===== config.mk =====
export PLATFORM = sky130hd
export DESIGN_NAME = cps_square
export DESIGN_NICKNAME = d
export VERILOG_FILES = /design/src/hw/rtl/cps_pkg.sv /design/src/hw/rtl/cps_square.sv
export SDC_FILE = /design/constraint.sdc
export NUM_CORES = 2
export LEC_CHECK = 0
export BUFFER_PORTS_ARGS = -buffer_cell sky130_fd_sc_hd__buf_2
export CELL_PAD_IN_SITES_DETAIL_PLACEMENT = 1
export CELL_PAD_IN_SITES_GLOBAL_PLACEMENT = 2
export CORE_MARGIN = 8
export CORE_UTILIZATION = 39
export DETAILED_ROUTE_END_ITERATION = 8
export GPL_TIMING_DRIVEN = 0
export PLACE_DENSITY = 0.81
export SLEW_MARGIN = 20
export SYNTH_ARGS = -nofsm -noshare
export SYNTH_HDL_FRONTEND = slang
export SYNTH_SLANG_ARGS = --single-unit
export TNS_END_PERCENT = 50

===== constraint.sdc =====
create_clock -name clock -period 7.87 [get_ports clock]
set_clock_uncertainty 0.05 [all_clocks]
set_input_delay 0.787 -clock clock [delete_from_list [all_inputs] [get_ports clock]]
set_output_delay 0.787 -clock clock [all_outputs]
set_load 0.01 [all_outputs]

===== src/hw/rtl/cps_pkg.sv =====
// ----------------------------------------------------------------------------
// cps_pkg: shared types and constants for the polynomial sine datapath
// Widths, Horner coefficients and shift selections for both precision
// modes: a single shift for Q24 and a per-cell selection for Q30.
// ----------------------------------------------------------------------------
package cps_pkg;

   // Phase and datapath widths
   localparam int PHASE_W   = 30;
   localparam int OUT_W     = 32;
   localparam int X_W       = 29;              // offset from quarter period
   localparam int SQ_W      = 2 * X_W;         // signed square
   localparam int X2_W      = 31;              // scaled square, unsigned
   localparam int ACC_W     = 34;              // Horner accumulator
   localparam int PROD_W    = ACC_W + X2_W + 1;
   localparam int NUM_CELLS = 5;

   typedef logic signed [ACC_W-1:0]  acc_type;
   typedef logic        [X2_W-1:0]   x2_type;
   typedef logic signed [PROD_W-1:0] prod_type;

   // Precision mode codes
   typedef enum logic {
      MODE_Q24 = 1'b0,
      MODE_Q30 = 1'b1
   } mode_type;

   // Right shift applied after each Horner multiply
   typedef enum logic [1:0] {
      SHIFT_30 = 2'd0,
      SHIFT_32 = 2'd1,
      SHIFT_34 = 2'd2
   } shift_type;

   // Control that travels with each item down the chain
   typedef struct packed {
      logic     valid;
      mode_type mode;
      logic     neg;
   } ctl_type;

   // Mode Q24 starts the chain at zero so its first cell just loads the
   // leading coefficient; the last cell adds one in Q24.
   localparam acc_type ACC0_Q24 = '0;
   localparam acc_type ACC0_Q30 = -34'sd421101352;

   localparam acc_type COEF_Q24 [NUM_CELLS] = '{
      34'sd950108533, -34'sd1430910663, 34'sd1089453524, -34'sd331168742,
      34'sd16777216
   };

   localparam acc_type COEF_Q30 [NUM_CELLS] = '{
      34'sd1009356886, -34'sd1433689867, 34'sd1089501821, -34'sd1324675874,
      34'sd1073741824
   };

   localparam shift_type SHIFT_Q24 = SHIFT_32;

   localparam shift_type SHIFT_Q30 [NUM_CELLS] = '{
      SHIFT_34, SHIFT_34, SHIFT_34, SHIFT_32, SHIFT_30
   };

endpackage


===== src/hw/rtl/cps_square.sv =====
// ----------------------------------------------------------------------------
// cps_square: phase folding and squaring front end
// Folds the phase to an offset from the quarter period, squares it and
// scales the square for the Horner chain. Two register stages.
// ----------------------------------------------------------------------------
module cps_square
   import cps_pkg::*;
(
   input  logic                clock,
   input  logic                reset,
   input  logic                start,
   input  logic [PHASE_W-1:0]  phase,
   input  mode_type            mode,
   output ctl_type             dn_ctl,
   output x2_type              dn_x2,
   output acc_type             dn_acc
);

   ctl_type                  ctl_x_ff,  ctl_x_in;
   logic signed [X_W-1:0]    x_ff,      x_in;
   ctl_type                  ctl_sq_ff;
   logic signed [SQ_W-1:0]   sq_ff,     sq_in;

   // Fold the phase: offset from the quarter point within the half period
   always_comb begin
      ctl_x_in.valid = start;
      ctl_x_in.mode  = mode;
      if (mode == MODE_Q30) begin
         x_in         = {~phase[28], phase[27:0]};
         ctl_x_in.neg = phase[29];
      end else begin
         x_in         = {{(X_W-22){~phase[22]}}, phase[21:0]};
         ctl_x_in.neg = phase[23];
      end
   end

   // Square the offset
   assign sq_in = x_ff * x_ff;

   always_ff @(posedge clock) begin
      if (reset) begin
         ctl_x_ff.valid  <= 1'b0;
         ctl_sq_ff.valid <= 1'b0;
      end else begin
         ctl_x_ff.valid  <= ctl_x_in.valid;
         ctl_sq_ff.valid <= ctl_x_ff.valid;
      end
      ctl_x_ff.mode  <= ctl_x_in.mode;
      ctl_x_ff.neg   <= ctl_x_in.neg;
      x_ff           <= x_in;
      ctl_sq_ff.mode <= ctl_x_ff.mode;
      ctl_sq_ff.neg  <= ctl_x_ff.neg;
      sq_ff          <= sq_in;
   end

   // Scale the square and pick the chain's starting value
   always_comb begin
      dn_ctl = ctl_sq_ff;
      if (ctl_sq_ff.mode == MODE_Q30) begin
         dn_x2  = sq_ff[56:26];
         dn_acc = ACC0_Q30;
      end else begin
         dn_x2  = {2'b00, sq_ff[44:16]};
         dn_acc = ACC0_Q24;
      end
   end

endmodule


=== Word-level counts from Yosys, hierarchy flattened ===
Index checks and enable logic that the tools add are counted.

* Bitwise logic cells: 2
* Multipliers: 1
* Mux-type cells: 4

{| class="wikitable"
|+ Operator list
! operator !! count
|-
| 29-bit by 29-bit multiplier with 57-bit output || 1
|-
| 34-bit 2-to-1 mux || 1
|-
| 31-bit 2-to-1 mux || 1
|-
| 29-bit 2-to-1 mux || 1
|-
| 1-bit inverter || 2
|-
| 1-bit 2-to-1 mux || 1
|}

* Bits in registers: 92
* Word-level logic and storage cells: 15
* Output and inout port bits: 68

=== Depth between registers and ports, before layout ===
* Depth in word-level cells: 2
* Gate-level depth with buffers: 28
* Gate-level depth less buffers: 27

=== Worst setup path after synthesis ===
No wires, ideal clock.

* Path kind: flip-flop to flip-flop
* From: register x_ff[2]
* To: register sq_ff[56]
* Stages on the path, launching flop included: 27
* Required time: 7.704 ns
* Library setup time: 0.116 ns
* Arrival: 7.703 ns
* Path slack: 0.001 ns
* Period minus slack after synthesis: 7.869 ns
* Cells stage by stage: dfxtp_1 > clkbuf_1 > clkbuf_1 > and2_1 > fa_1 > inv_1 > fa_1 > inv_1 > fa_1 > fa_1 > inv_1 > fa_1 > inv_1 > fa_1 > inv_1 > fa_1 > fa_1 > inv_1 > ha_1 > a21o_1 > a21oi_1 > o21ai_0 > a21o_2 > nand2_1 > o211ai_4 > a2111o_1 > o211a_1

* Cells in the longest elaborated chain, start to end: 1

{| class="wikitable"
|+ RTL lines
! item !! RTL line !! RTL
|-
| from (decl) || cps_square.sv:20 || <nowiki>logic signed [X_W-1:0] x_ff, x_in;</nowiki>
|-
| from (signal assigned) || cps_square.sv:50 || <nowiki>x_ff <= x_in;</nowiki>
|-
| 29-bit by 29-bit multiplier with 57-bit output || cps_square.sv:38 || <nowiki>assign sq_in = x_ff * x_ff;</nowiki>
|-
| net sq_in[56] || cps_square.sv:22 || <nowiki>logic signed [SQ_W-1:0] sq_ff, sq_in;</nowiki>
|-
| to (signal assigned) || cps_square.sv:53 || <nowiki>sq_ff <= sq_in;</nowiki>
|-
| to (decl) || cps_square.sv:22 ||
|}

The timed path passes the listed nets, and every way through them passes these cells.
A chain may end at the register's enable or synchronous reset.

=== Final worst setup path ===
* From: register x_ff[9]
* To: register sq_ff[56]

The elaborated chain is that of the path after synthesis.

==> results summary <==
The number of buffers added to fix hold violations after cts is 0. The height of the die is 287 um. The boundary pin count is 102.

The antenna violation net count after detailed routing is 0. Counting every sink on the clock net gives 76. The finished layout cell area came out at 0.0321 sq mm. Counting the buffers created by CTS gives 9. The startpoint identified for the worst register-to-register timing path is x_ff[9]. The average routed wire per standard cell is 24.0 um. Counting instances in the post-synthesis netlist gives the leading cell types as sky130_fd_sc_hd__inv_1 (928), sky130_fd_sc_hd__fa_1 (826), sky130_fd_sc_hd__nand2_1 (250).

Yosys printed 0 warnings. The via count of the first global-routing pass came out at 23900. Synthesis handed over a netlist of 2869 instances.

The number of enable flip-flop cells after synthesis is 0. The placed instance area is 0.0303 sq mm. The worst setup path is captured at a register. The proportion of register bits with asynchronous set or reset after synthesis is 0%. In this run the core area contains 99 standard-cell rows. Hold timing on the final database bottoms out at a slack of 0.285 ns.

In the routed design, unresolved DRC markers number 0. The share of the cycle needed by the critical path after routing is 97.8%. The share of the synthesized area in the top cell type came out at 57.8%.

By area the synthesized netlist is led by sky130_fd_sc_hd__fa_1 (58%), sky130_fd_sc_hd__inv_1 (12%), sky130_fd_sc_hd__ha_1 (7.3%), sky130_fd_sc_hd__dfxtp_1 (5.3%), sky130_fd_sc_hd__and2_1 (3.4%). The area of the core came out at 0.0728 sq mm. The number of violations reported at the end of detailed-routing iteration 0 came out at 1160. The proportion of synthesized chip area in sequential cells is 5.32%. The clock tree synthesis step divided the H-tree into 3 levels. The worst reg-to-reg path cell count is 27. The total count of max-transition violations in the final report is 0. The number of nets in the finished design is 4055. The floorplan step set the die width to 287 um. The length of the first detailed-routing pass in iterations came out at 5. The overall die area came out at 0.0823 sq mm. The clock tree from TritonCTS is yes. The leftover overflow at the end of global routing came out at 0. The routability congestion estimate from global placement came out at 1.00.

The first global-routing pass estimated 147000 um of wire. The clock latency of the later-clocked register in the worst-skew pair is 0.40 ns. The minimum clock period after layout is 7.69 ns. In this run the clock root is driven by a sky130_fd_sc_hd__clkbuf_16. The wire length reported by the detailed router is 95700 um. For the pin with the worst max-slew slack, the measured transition is 1.02 ns. Data on the critical path is required at its endpoint by 8.10 ns. The post-route netlist has 14.2% of its cells at a drive strength greater than 1. The maximum buffer depth of the clock tree came out at 2. The most common cell in the synthesized netlist is sky130_fd_sc_hd__inv_1. The minimum setup slack among reg-to-reg paths came out at 0.18 ns. For this run, the number of standard cells in the final layout without fillers is 3992.

Detailed placement ended at an HPWL of 81100 um. The synthesized design contains 76 register bits. The routed via count is 19700. The top fanout value on the critical path came out at 10. Yosys mapped the design onto 61 distinct sky130hd cell types. The area growth from synthesis to final layout came out at 12.0%. The count of endpoints failing hold in the final timing report came out at 0. For this run, the leading register cell type out of synthesis is sky130_fd_sc_hd__dfxtp_1.

The most critical setup path has its startpoint at x_ff[9]. Entering global routing, the biggest net connects 23 pins. The post-synthesis cell type with the largest combined area is sky130_fd_sc_hd__fa_1. The total standard cell area after synthesis came out at 0.0286 sq mm. Setup violations remaining at the end of the flow were counted as 0. For this run, the top clock speed supported by timing is 130 MHz. The average footprint of a synthesized cell came out at 9.98 sq um. Buffers placed on the I/O ports in this run total 84. The tool flagged a number of max-cap violations equal to 0. The starting density of the core came out at 39.3%. By startpoint and endpoint, the worst setup path is classified as register to register. STA classifies the critical path startpoint as a register. The min-delay analysis places its worst path in the category register to register. The clock-pin slew on the worst setup and hold paths is 0.09 ns. The number of cells after detailed placement came out at 3928.

The worst path arrival time came out at 7.92 ns. Dividing the detail-routed via count by the number of cells gives 4.94. In this run the tightest slew margin relative to its limit is 31.9%. The critical path ends at sq_ff[56]. The number of antenna violations at the first check in global routing came out at 3.

The endpoint identified for the worst register-to-register timing path is sq_ff[56]. The flow ran to the end, and the final reports show no timing, DRC or antenna violations. Global routing used 24.1% of the available tracks across all layers.
## worst min-delay path by stage
stage | slack [ns] | startpoint | cells after the start | end
final | 0.28 | ctl_x_ff[1] | 0 | dn_ctl[1]
after global routing | 0.29 | ctl_x_ff[1] | 0 | dn_ctl[1]
after CTS | 0.29 | ctl_x_ff[1] | 0 | dn_ctl[1]
after detailed placement | 0.27 | ctl_x_ff[1] | 0 | dn_ctl[1]
after global placement | 0.26 | ctl_x_ff[0] | 0 | dn_ctl[0]
after floorplan | 0.26 | ctl_x_ff[0] | 0 | dn_ctl[0]
## metrics by stage
stage,util (%),setup slack (ns),TNS (ns)
2_1_floorplan,-,0.00102,0
3_3_place_gp,41.6,-2.48,-47.55
3_5_place_dp,41.6,-2.25,-46.59
4_1_cts,43.2,-0.000862,-0.000862
5_1_grt,44.0,-0.0396,-0.0460
6_report,44.0,0.176,0
## layout by cell type, fill, tap and decap left out, types with 5 or more instances in the layout
cell	Yosys	final
sky130_fd_sc_hd__a21o_1	18	18
sky130_fd_sc_hd__a21oi_1	36	30
sky130_fd_sc_hd__a21oi_2	3	8
sky130_fd_sc_hd__and2_1	157	153
sky130_fd_sc_hd__and3_1	6	5
sky130_fd_sc_hd__buf_12	0	5
sky130_fd_sc_hd__buf_2	0	86
sky130_fd_sc_hd__buf_4	34	94
sky130_fd_sc_hd__buf_6	0	12
sky130_fd_sc_hd__buf_8	0	11
sky130_fd_sc_hd__clkbuf_16	0	13
sky130_fd_sc_hd__clkbuf_2	0	6
sky130_fd_sc_hd__clkbuf_4	0	16
sky130_fd_sc_hd__clkbuf_8	0	10
sky130_fd_sc_hd__clkinvlp_4	0	6
sky130_fd_sc_hd__conb_1	1	17
sky130_fd_sc_hd__dfxtp_1	76	51
sky130_fd_sc_hd__dfxtp_2	0	7
sky130_fd_sc_hd__dfxtp_4	0	18
sky130_fd_sc_hd__fa_1	826	806
sky130_fd_sc_hd__fa_2	0	20
sky130_fd_sc_hd__ha_1	168	146
sky130_fd_sc_hd__ha_2	0	14
sky130_fd_sc_hd__ha_4	0	8
sky130_fd_sc_hd__inv_1	928	918
sky130_fd_sc_hd__mux2_2	31	31
sky130_fd_sc_hd__nand2_1	250	242
sky130_fd_sc_hd__nand2_2	1	9
sky130_fd_sc_hd__nand2b_1	8	8
sky130_fd_sc_hd__nand3_1	10	9
sky130_fd_sc_hd__nor2_1	47	42
sky130_fd_sc_hd__nor2b_1	20	20
sky130_fd_sc_hd__nor3_1	7	6
sky130_fd_sc_hd__o21a_1	10	10
sky130_fd_sc_hd__o21ai_0	14	10
sky130_fd_sc_hd__o21bai_1	7	6
sky130_fd_sc_hd__xnor2_1	38	37
sky130_fd_sc_hd__xor2_1	27	27
## per-layer routing
metal,global-route usage [%],routed length [um],vias to the layer above
li1,-,-,8315
met1,28.6,36400,10600
met2,42.7,48400,623
met3,3.56,5340,205
met4,11.0,5450,0
met5,0,0,-
## registers in the layout, summed over array words and instances, names as in the netlist
name      cells
sq_ff        41
x_ff         29
ctl_x_ff      3
dn_ctl        3
## repair_timing
action | in CTS | in global routing
setup buffers | 24 | 28
resized for setup | 242 | 159
endpoints found under the setup margin | 41 | 19
pin swaps | 15 | 27
## critical path: stages (launching register included)
cell,delay (ns)
sky130_fd_sc_hd__dfxtp_1,0.41
sky130_fd_sc_hd__buf_4,0.27
sky130_fd_sc_hd__and2_1,0.23
sky130_fd_sc_hd__inv_1,0.08
sky130_fd_sc_hd__fa_1,0.54
sky130_fd_sc_hd__inv_1,0.06
sky130_fd_sc_hd__fa_1,0.47
sky130_fd_sc_hd__fa_1,0.46
sky130_fd_sc_hd__fa_1,0.45
sky130_fd_sc_hd__fa_1,0.54
sky130_fd_sc_hd__inv_1,0.05
sky130_fd_sc_hd__fa_1,0.53
sky130_fd_sc_hd__inv_1,0.05
sky130_fd_sc_hd__fa_1,0.49
sky130_fd_sc_hd__inv_1,0.05
sky130_fd_sc_hd__fa_1,0.47
sky130_fd_sc_hd__inv_1,0.04
sky130_fd_sc_hd__ha_1,0.31
sky130_fd_sc_hd__a21oi_1,0.14
sky130_fd_sc_hd__o21ai_0,0.15
sky130_fd_sc_hd__a31oi_4,0.33
sky130_fd_sc_hd__a211oi_4,0.11
sky130_fd_sc_hd__buf_6,0.15
sky130_fd_sc_hd__o21ai_4,0.18
sky130_fd_sc_hd__a41o_4,0.29
sky130_fd_sc_hd__o211ai_4,0.11
sky130_fd_sc_hd__a2111o_1,0.39
sky130_fd_sc_hd__o211a_1,0.14
## cells by family after synthesis
kind of cell,Yosys count,share of synthesized area [%]
buffers and inverters,1051,14.2
AND/OR/NAND/NOR,519,8.73
multiplexers,33,1.29
other,1,0.0131
XOR/XNOR,65,1.99
adder cells (fa/ha/maj),994,65.1
flip-flops,76,5.32
AO/OA/AOI/OAI,130,3.31
## cell type report
| cell class | instances | area (sq um) |
|---|---|---|
| antenna | 2 | 5.00 |
| buffer | 115 | 1110 |
| clock buffer | 9 | 225 |
| clock inverter | 6 | 72.6 |
| fill | 8198 | 40800 |
| inverter | 931 | 3530 |
| multi-input combinational | 1758 | 23500 |
| sequential | 76 | 1600 |
| tap | 959 | 1200 |
| timing repair buffer | 136 | 840 |
Power is not shown: default switching activity piles up to over one toggle a cycle in this logic, so the estimate is an artifact.
